--- src/design/gbc_fifo.sv ---
module gbc_fifo #(
   parameter int WIDTH = 48,
   parameter int DEPTH_LOG2 = 1
) (
   input  logic             clock,
   input  logic             reset,
   input  logic             push,
   input  logic [WIDTH-1:0] push_data,
   output logic             full,
   input  logic             pop,
   output logic [WIDTH-1:0] pop_data,
   output logic             empty
);
   localparam int DEPTH = 1 << DEPTH_LOG2;

   logic [WIDTH-1:0] data_ff [DEPTH];
   logic [DEPTH_LOG2-1:0] wr_ff, wr_in, rd_ff, rd_in;
   logic [DEPTH_LOG2:0] cnt_ff, cnt_in;
   logic do_push, do_pop;

   assign full = (cnt_ff == (DEPTH_LOG2+1)'(DEPTH));
   assign empty = (cnt_ff == '0);
   assign pop_data = data_ff[rd_ff];
   assign do_push = push && !full;
   assign do_pop = pop && !empty;

   always_comb begin
      wr_in = do_push ? wr_ff + 1'b1 : wr_ff;
      rd_in = do_pop ? rd_ff + 1'b1 : rd_ff;
      cnt_in = cnt_ff + (DEPTH_LOG2+1)'(do_push) - (DEPTH_LOG2+1)'(do_pop);
   end

   always_ff @(posedge clock) begin
      if (reset) begin
         wr_ff <= '0;
         rd_ff <= '0;
         cnt_ff <= '0;
      end else begin
         wr_ff <= wr_in;
         rd_ff <= rd_in;
         cnt_ff <= cnt_in;
      end
   end

   always_ff @(posedge clock) begin
      if (do_push) begin
         data_ff[wr_ff] <= push_data;
      end
   end
endmodule

--- config.mk ---
export PLATFORM = sky130hd
export DESIGN_NAME = gbc_fifo
export DESIGN_NICKNAME = d
export VERILOG_FILES = /design/src/design/gbc_fifo.sv
export SDC_FILE = /design/constraint.sdc
export NUM_CORES = 1
export LEC_CHECK = 0
export ABC_CLOCK_PERIOD_IN_PS = 5200
export BUFFER_PORTS_ARGS = -buffer_cell sky130_fd_sc_hd__buf_4
export CAP_MARGIN = 15
export CORE_MARGIN = 4
export CORE_UTILIZATION = 52
export CTS_CLUSTER_SIZE = 20
export DETAILED_ROUTE_END_ITERATION = 12
export GPL_ROUTABILITY_DRIVEN = 0
export PLACE_DENSITY_LB_ADDON = 0.15
export SLEW_MARGIN = 15
export SYNTH_ARGS = -nofsm -noshare
export SYNTH_HDL_FRONTEND = slang
export SYNTH_SLANG_ARGS = --single-unit
--- constraint.sdc ---
create_clock -name clock -period 5.2 [get_ports clock]
set_input_delay 0.26 -clock clock [delete_from_list [all_inputs] [get_ports clock]]
set_output_delay 0.26 -clock clock [all_outputs]
set_load 0.02 [all_outputs]
Yosys cells after proc, flatten, opt, wreduce, memory -nomap -nowiden
Memory sizes are Yosys's and may differ from the RTL's. A register that Yosys moved wholly into a read port is not among the register bits.
Index checks and enable logic that the tools add are counted.
{"block": "classes", "add_sub_neg": 4, "eq_ne": 1, "n_mux": 4, "reduce_logical": 5}
{"op": "$mux 1", "count": 4}
{"op": "$add 1x1->1 const B", "count": 2}
{"op": "$add 2x1->2", "count": 1}
{"op": "$eq 2x2->1 const B", "count": 1}
{"op": "$logic_and 1x1->1", "count": 2}
{"op": "$logic_not 1->1", "count": 2}
{"op": "$logic_not 2->1", "count": 1}
{"op": "$sub 2x1->2", "count": 1}
{"block": "word_totals", "regBits": 4, "ram_bits": 96, "input_bits": 52, "wordCells": 18, "memories": 1}
{"name": "data_ff", "depth": 2, "width": 48, "read_ports": 1, "rd_clocked_by_memory_dff": 1, "wr": 1, "line": "16", "text": "logic [WIDTH-1:0] data_ff [DEPTH];"}

Longest topological paths before layout
Gate-level depths: netlist of run 1.
{"block": "depth", "ltp_word": 5, "mapped_depth": 8}

Worst setup path before layout of run 1
OpenSTA, ideal clock, no wires.
{"block": "synth_path", "path_type": "reg-to-reg", "from": "reg cnt_ff[0]", "to": "mem data_ff[0][0] (enable)", "setup_time_ps": 402, "arrival_ps": 1832, "required_time_ps": 4798, "path_slack_ps": 2966, "stages_incl_launch_ff": 5, "n_path_buf": 0, "synth_period_minus_slack_ps": 2234, "path_cell_list": "dfxtp_1 nand2b_2 inv_2 or3_1 inv_1"}
{"block": "synth_via", "elab_chain_cells": 5}
{"item": "from (decl)", "line": "18", "text": "logic [DEPTH_LOG2:0] cnt_ff, cnt_in;"}
{"item": "from (signal assigned)", "line": "41", "text": "cnt_ff <= cnt_in;"}
{"item": "$eq 2x2->1", "line": "21", "text": "assign full = (cnt_ff == (DEPTH_LOG2+1)'(DEPTH));"}
{"item": "net full", "line": "9", "text": "output logic full,"}
{"item": "$logic_not 1->1", "line": "24", "text": "assign do_push = push && !full;"}
{"item": "$logic_and 1x1->1", "line": "24"}
{"item": "$mux 1", "line": "46", "text": "if (do_push) begin"}
{"item": "$mux 1 (implied by the code)", "line": "47", "text": "data_ff[wr_ff] <= push_data;"}
{"item": "to (decl)", "line": "16"}
The timed path passes the listed nets, and every way through them passes these cells.

==> run metrics, run 1 <==
CP Class=reg2out; setup tns final=0 ns; endpoints failing setup=0; Hold Crit Start=push_data[32]; Net Count, Synth=230; Slew @ Worst Pin=1.134 ns; WP data required=4.94 ns; Critical Path AT=2.04 ns; Final Cycle Share=0.4420; CTS buffer count=9; synth warn=0; syn_area_per_cell=21.01 um^2; final wirelength=6095 um; MaxCap Viol Count=0; Die W=92.32 um; r2r endpoint=data_ff[0][20]; register area share after synthesis=0.8068; Cell variety after synth=22; H-tree depth=3; TritonCTS clock tree=done; synth top area cells=edfxtp_1 78%, mux2_2 15%, dfxtp_1 2.7%; NumNets Final=338; R2R setup slack=3.10 ns; Mapped Cells=176; Core Area=6869 um^2; die area=8523 um^2; layout cell share with drive strength beyond 1=0.5813; num rows=30; largest area contributor in the netlist=edfxtp_1; Hold Buf Count CTS=0; Hold Violations, Final=0; # Post-CTS Setup Buffers=0; Worst-path clk slew=0.10 ns; final antenna-violating net count=0; Starting DRT DRC Count=61; Reg-to-Reg Start=cnt_ff[0]; Max Root-Sink Buffers=2; most frequent cells in the layout=102 x buf_4, 96 x edfxtp_1, 48 x mux2_2; peak supply drop=0.3970 mV; Sink Count=101; Slew Limit Fails=0; Resized Gates After CTS=0; chip height=92.32 um; most common cell after layout, fill and taps aside=buf_4; area growth from synthesis to layout=27.48%; global route overflow=0; GRT Total Usage=0.1499; unrepaired setup endpoints after global routing=false; ANT cells=0; synthesized cell area=3697 um^2; Worst Hold Path EP=data_ff[0][32]; Setup Skew=0.01188 ns; Hold WC Path Type=in2reg; io pins=102; first-pass GRT wire length=9625 um; crit path launch type=flop; Synth Register Bits=101; initial antenna violation count=0; drt drc=0; Worst setup EP type=output port; vias in the first global route=2005; largest net degree at the start of global routing=49; fmax=0.4350 GHz; max_slew headroom=0.2443; Vias=1877; Clock Latency Late Sink=0.35 ns; Reg2Reg Depth=4; Core Util, Final=0.6862; Hold Path Cell Cnt=1; Yosys top cell area share=0.7797; status=finished, final reports clean; minimum clock period=2.299 ns; Via density=4.875; pwr/cell area=481.9 nW/um^2; DP Wirelength=3954 um; 1st-pass router iterations=4; Routed WL per cell=15.83 um; Root Driver=clkbuf_8; static leakage=1.766 nW; port bufs=101; Initial Util=0.5383; CP Max Fanout=48
synth_stat cells:
cell type and instances:
edfxtp_1 96, mux2_2 48, dfxtp_1 5, nor2_1 4, inv_1 3, buf_2 2
buf_6 2, ha_1 2, a21oi_1 1, and2_1 1, and3_2 1, buf_4 1
inv_2 1, nand2_1 1, nand2b_2 1, nor2b_1 1, nor3_1 1, o21a_1 1
o21ai_0 1, or3_1 1, xnor2_1 1, xor2_1 1
routing by layer:
layer	vias to the layer above	part of all wire	GRT usage
met4	0	0.011	0.07054
met1	915	0.41	0.1800
met2	58	0.53	0.2538
met5	-	0	0
li1	899	-	-
met3	5	0.054	0.03737
registers in the layout, indices dropped and copies added (netlist names), named ones only:
| signal | flops |
|---|---|
| rd_ff | 1 |
| cnt_ff | 2 |
| data_ff | 96 |
| wr_ff | 1 |
power by group:
part | switching, mW | internal (mW) | total (mW)
clock network | 0.248 | 0.175 | 0.424
registers | 0.0839 | 1.04 | 1.12
logic | 0.369 | 0.356 | 0.725
total | 0.701 | 1.57 | 2.27
layout make-up:
type	count	area (um^2)
Fill cell	488	2156
Clock inverter	5	37.54
Multi-Input combinational cell	66	659.4
Clock buffer	11	131.4
Timing Repair Buffer	102	765.7
Tap cell	96	120.1
Sequential cell	101	2984
Inverter	4	15.01
worst max-delay path, cell delays in order (launching register included):
cell and delay, ns:
dfxtp_2 1.09, mux2_2 0.43, buf_4 0.16
cell families after synthesis:
family	after synthesis	share of synthesized area
flops	101	0.8068
mux	48	0.1462
simple gates	11	0.01591
buf+inv	9	0.01489
compound gates	3	0.004736
xor+xnor	2	0.004739
fa+ha+maj	2	0.006767
per-stage QoR:
stage / power, mW / hold slack [ns] / setup WS (ns) / cell area [um^2] / std cells
floorplan: 1.581 / 0.3291 / 2.966 / 3697 / 176
global placement: 1.869 / 0.4454 / 3.132 / 4544 / 369
detailed placement: 1.880 / 0.4474 / 3.080 / 4544 / 369
CTS: 2.303 / 0.06395 / 2.823 / 4713 / 385
global route: 2.391 / 0.06369 / 2.782 / 4713 / 385
finish: 2.271 / 0.08517 / 2.901 / 4713 / 385
worst max path at each step:
stage	cells after the start	to	start	slack, ns
3_5_place_dp	4	data_ff[0][32]	cnt_ff[0]	3.08
3_3_place_gp	4	data_ff[0][32]	cnt_ff[0]	3.13
5_1_grt	2	pop_data[36]	flop	2.78
6_report	2	pop_data[19]	flop	2.90
2_1_floorplan	4	data_ff[0][0]	cnt_ff[0]	2.97
4_1_cts	2	pop_data[5]	flop	2.82
(Power assumes the default switching activity.)
==> inputs of run 2 (changes only) <==
ABC_CLOCK_PERIOD_IN_PS = 2000   (was 5200)
CORE_UTILIZATION = 46   (was 52)
clock period = 2 ns   (was 5.2 ns; I/O delays follow)
==> run metrics, run 2 (same netlist as run 1, synthesis figures left out) <==
Root Driver=clkbuf_8; Reg-to-Reg Start=cnt_ff[0]; Worst Hold Path EP=wr_ff; setup tns final=0 ns (unchanged); tightest hold margin=0.1442 ns (+0.05904 ns); Top reg by flops=data_ff; ANT cells=0 (unchanged); crit path launch type=flop; Clock Latency Late Sink=0.34 ns (about the same); fmax=0.6207 GHz; Worst setup EP type=output port; NumNets Final=391 (+16%); max_slew headroom=0.8195 (+0.5752); Reg2Reg Depth=8 (+4); MaxCap Viol Count=0 (unchanged); Critical Path AT=1.51 ns (-0.53 ns); CP Class=reg2out; TritonCTS clock tree=done; area growth from synthesis to layout=43.65%; largest net degree at the start of global routing=49 (unchanged); Vias=2053 (+9.4%); Hold Path Cell Cnt=4 (+3); io pins=102 (unchanged); num rows=32 (+6.7%); static leakage=2.012 nW (+14%); Via density=4.624 (-5.2%); Core Area=7767 um^2 (+13%); 1st-pass router iterations=4 (unchanged); endpoints failing setup=0 (unchanged); Final Cycle Share=0.8056; Resized Gates After CTS=0 (unchanged); H-tree depth=3 (unchanged); Sink Count=101 (unchanged); CTS buffer count=9 (unchanged); max reg flops=96 (unchanged); Routed WL per cell=15.02 um (-5.1%); GRT Total Usage=0.1446 (-0.005319); final antenna-violating net count=0 (unchanged); Die W=97.65 um (+5.8%); status=finished, final reports clean; Top Registers=data_ff: 96 flops, cnt_ff: 2 flops; Slew Limit Fails=0 (unchanged); Hold WC Path Type=in2reg; Setup Skew=0.006683 ns (-0.005198 ns); unrepaired setup endpoints after global routing=false; Max Root-Sink Buffers=2 (unchanged); Hold Crit Start=push; first-pass GRT wire length=10660 um (+11%); chip height=97.65 um (+5.8%); CP Max Fanout=48 (unchanged); global route overflow=0 (unchanged); Fillers=544 (+11%); Hold Violations, Final=0 (unchanged); Initial Util=0.4760 (-0.06225); Slew @ Worst Pin=0.2708 ns (-0.8628 ns); r2r endpoint=cnt_ff[1]; die area=9536 um^2 (+12%); Worst-path clk slew=0.09 ns (about the same); final wirelength=6670 um (+9.4%); drt drc=0 (unchanged); most frequent cells in the layout=101 x buf_4, 96 x edfxtp_1, 49 x dlygate4sd3_1; peak supply drop=0.6349 mV (+60%); minimum clock period=1.611 ns; layout cell share with drive strength beyond 1=0.5117 (-0.06962); DP Wirelength=4123 um (+4.3%); vias in the first global route=2260 (+13%); most common cell after layout, fill and taps aside=buf_4; Starting DRT DRC Count=57 (-6.6%); port bufs=101 (unchanged); initial antenna violation count=0 (unchanged); R2R setup slack=0.42 ns (-2.68 ns); WP data required=1.90 ns (-3.04 ns); pwr/cell area=1150 nW/um^2 (+140%)
[run 2: changes by cell type in the layout (fill, tap and decap cells not counted), sizes merged]
| cell | before | now |
|---|---|---|
| dlygate4sd3 | 0 | 49 |
| clkbuf | 11 | 9 |
| clkinvlp | 1 | 2 |
| inv | 4 | 6 |
| clkinv | 4 | 3 |
| buf | 102 | 106 |
[run 2: worst max-delay path by stage]
stage | to | slack, ns | cells after the start
after floorplan | data_ff[0][0] | 0.15 | 4
final | pop_data[21] | 0.39 | 3
after detailed placement | data_ff[0][44] | 0.44 | 5
after global placement | data_ff[0][0] | 0.46 | 5
after CTS | pop_data[4] | 0.35 | 3
after global routing | pop_data[26] | 0.32 | 3
[run 2: repair_timing]
action / CTS / global route
endpoints found under the hold margin: 101 / 0
hold buffers: 49 / 0
buffers inserted: 0 / 0
[run 2: metal layers]
metal | global-route usage | wire length [um] | vias up
met1 | 0.1675 | 2679 | 978
met3 | 0.03159 | 324 | 8
met5 | 0 | 0 | -
met2 | 0.2604 | 3584 | 62
met4 | 0.05538 | 81 | 0
li1 | - | - | 1005
[run 2: cell type report]
type / count / area [um^2] / share of cell area
Sequential cell: 101 / 2984 / 0.5618
Timing Repair Buffer: 155 / 1349 / 0.2539
Multi-Input combinational cell: 66 / 659.4 / 0.1241
Tap cell: 102 / 127.6 / 0.02403
Clock buffer: 9 / 123.9 / 0.02332
Clock inverter: 7 / 48.80 / 0.009187
Inverter: 4 / 18.77 / 0.003534
[run 2: metrics by stage]
stage	util	area, um^2	worst slack [ns]	power [mW]	std cells
CTS	0.6838	5311	0.3504	6.195	444
global placement	0.5984	4648	0.4640	4.980	379
detailed placement	0.5984	4648	0.4433	4.995	379
global route	0.6838	5311	0.3201	6.424	444
floorplan	-	3701	0.1464	4.112	176
finish	0.6838	5311	0.3888	6.109	444
[run 2: worst max-delay path, stage by stage, from the launching register on]
cell and delay (ns):
dfxtp_2 0.35, buf_12 0.27, mux2_2 0.38, buf_4 0.16
[run 2: where the power goes]
part / leakage [nW] / switching, mW / internal, mW / total [mW]
Sequential: 0.938 / 0.0825 / 2.69 / 2.77
Clock: 0.0902 / 0.660 / 0.459 / 1.12
Combinational: 0.983 / 1.14 / 1.08 / 2.22
Total: 2.01 / 1.88 / 4.23 / 6.11
==> inputs of run 3 (changes only) <==
ABC_CLOCK_PERIOD_IN_PS = 1500   (was 2000)
CORE_UTILIZATION = 51   (was 46)
clock period = 1.5 ns   (was 2 ns; I/O delays follow)
==> run metrics, run 3 (same netlist as run 1, synthesis figures left out) <==
WP data required=1.55 ns (-0.35 ns); MaxCap Viol Count=0 (unchanged); Clock Latency Late Sink=0.35 ns (about the same); drt drc=0 (unchanged); Worst setup EP type=flop; Fillers=346 (-36%); Top reg by flops=data_ff; vias in the first global route=2279 (+0.84%); die area=8676 um^2 (-9.0%); endpoints failing setup=43 (+43); crit path launch type=flop; initial antenna violation count=0 (unchanged); static leakage=2.272 nW (+13%); violated checks=setup timing; CP Class=reg2reg; ANT cells=0 (unchanged); largest net degree at the start of global routing=26 (-47%); cell area after layout=5774 um^2 (+8.7%); Critical Path AT=1.61 ns (+0.10 ns); Root Driver=clkbuf_8; CP Max Fanout=23 (-52%); Die W=93.15 um (-4.6%); chip height=93.15 um (-4.6%); placed cells=377 (-0.53%); Max Root-Sink Buffers=2 (unchanged); combinational share of power=0.408 (+0.045); num rows=30 (-6.3%); minimum clock period=1.558 ns; io pins=102 (unchanged); most frequent cells in the layout=96 x edfxtp_1, 64 x buf_4, 49 x dlygate4sd3_1; Worst-path clk slew=0.10 ns (about the same); Sink Count=101 (unchanged); fmax=0.6420 GHz; area growth from synthesis to layout=56.18%; Starting DRT DRC Count=50 (-12%); status=complete, but fails checks; final wirelength=8036 um (+20%); Vias=2169 (+5.7%); CTS buffer count=9 (unchanged); Hold WC Path Type=in2reg; pwr/cell area=1636 nW/um^2 (+42%); Slew Limit Fails=0 (unchanged); tightest hold margin=0.1198 ns (-0.02441 ns); Core Util, Final=0.8361 (+0.1523); final worst setup slack=-0.05757 ns (-0.4464 ns); Hold Violations, Final=0 (unchanged); layout cell share with drive strength beyond 1=0.5299 (+0.01822); Sw Share=0.2975 (-0.01052); max_slew headroom=0.8782 (+0.05868); Routed WL per cell=17.98 um (+20%); DP Area=4697 um^2 (+1.0%); Slew @ Worst Pin=0.1824 ns (-0.08840 ns); global route overflow=0 (unchanged); Via density=4.852 (+4.9%); DP Worst Slack=-0.04139 ns (-0.4847 ns); Clk pwr share=0.195 (+0.012); Core Area=6907 um^2 (-11%); Power Total=9.444 mW (+55%); first-pass GRT wire length=10960 um (+2.8%); port bufs=101 (unchanged); final antenna-violating net count=0 (unchanged); Final Cycle Share=1.038; Non-Filler Instances=447 (+0.68%); register share of total power=0.397 (-0.057); max reg flops=96 (unchanged); setup tns final=-1.527 ns (-1.527 ns); Top Registers=data_ff: 96 flops, cnt_ff: 2 flops; Net Sw Power=2.810 mW (+49%); unrepaired setup endpoints after global routing=true; Initial Util=0.5353 (+0.05933); Internal=6.634 mW (+57%); NumNets Final=400 (+2.3%); H-tree depth=3 (unchanged); most common cell after layout, fill and taps aside=edfxtp_1; peak supply drop=1.046 mV (+65%); TritonCTS clock tree=done; GRT Total Usage=0.1684 (+0.02384); 1st-pass router iterations=4 (unchanged); Setup Skew=0.01056 ns (+0.003872 ns); DP Wirelength=4360 um (+5.7%)
-- run 3: cell count changes in the layout (fill, tap and decap cells not counted), moves of 3 or more --
cell and change:
mux2_2 -38, buf_4 -37, inv_6 -3, mux2_4 +38
buf_6 +43
-- run 3: power groups by stage --
stage / clock network [mW] / registers, mW / logic [mW]
global route: 1.98 / 3.79 / 4.04
detailed placement: 0 / 3.79 / 3.01
finish: 1.84 / 3.75 / 3.85
CTS: 1.83 / 3.73 / 3.17
floorplan: 0 / 3.75 / 1.77
global placement: 0 / 3.76 / 2.99
-- run 3: final timing paths --
check	from	endpoint	slack, ns	depth (start not counted)
hold / removal	push	wr_ff	0.12	4
setup / recovery	cnt_ff[0]	data_ff[0][14]	-0.06	5
setup reg to reg	cnt_ff[0]	data_ff[0][14]	-0.06	5
hold reg to reg	wr_ff	wr_ff	0.51	2
-- run 3: layer usage --
metal,up-vias,GRT usage,wire length (um),share of wire
met4,0,0.06593,163,0.020
met1,1064,0.1928,2967,0.37
li1,1017,-,-,-
met3,13,0.03620,429,0.053
met2,75,0.3065,4476,0.56
met5,-,0,0,0
-- run 3: repair_timing --
action,in CTS,in global routing
hold buffers,49,0
setup endpoints to repair,97,97
cloned,0,2
resized for setup,6,78
buffers inserted,1,2
endpoints found under the hold margin,101,0
pin swaps,0,0
-- run 3: worst max-delay path, stage by stage (launching register included) --
cell        delay [ns]
dfxtp_2           0.35
nand2b_4          0.15
inv_4             0.04
or3_4             0.35
clkinvlp_4        0.18
buf_12            0.20
-- run 3: cell type report --
class | instances | area [um^2] | share of cell area
Tap cell | 96 | 120.1 | 0.02080
Sequential cell | 101 | 2989 | 0.5177
Clock inverter | 6 | 88.84 | 0.01538
Timing Repair Buffer | 164 | 1615 | 0.2797
Clock buffer | 10 | 127.6 | 0.02210
Multi-Input combinational cell | 66 | 812.0 | 0.1406
Inverter | 4 | 21.27 | 0.003684
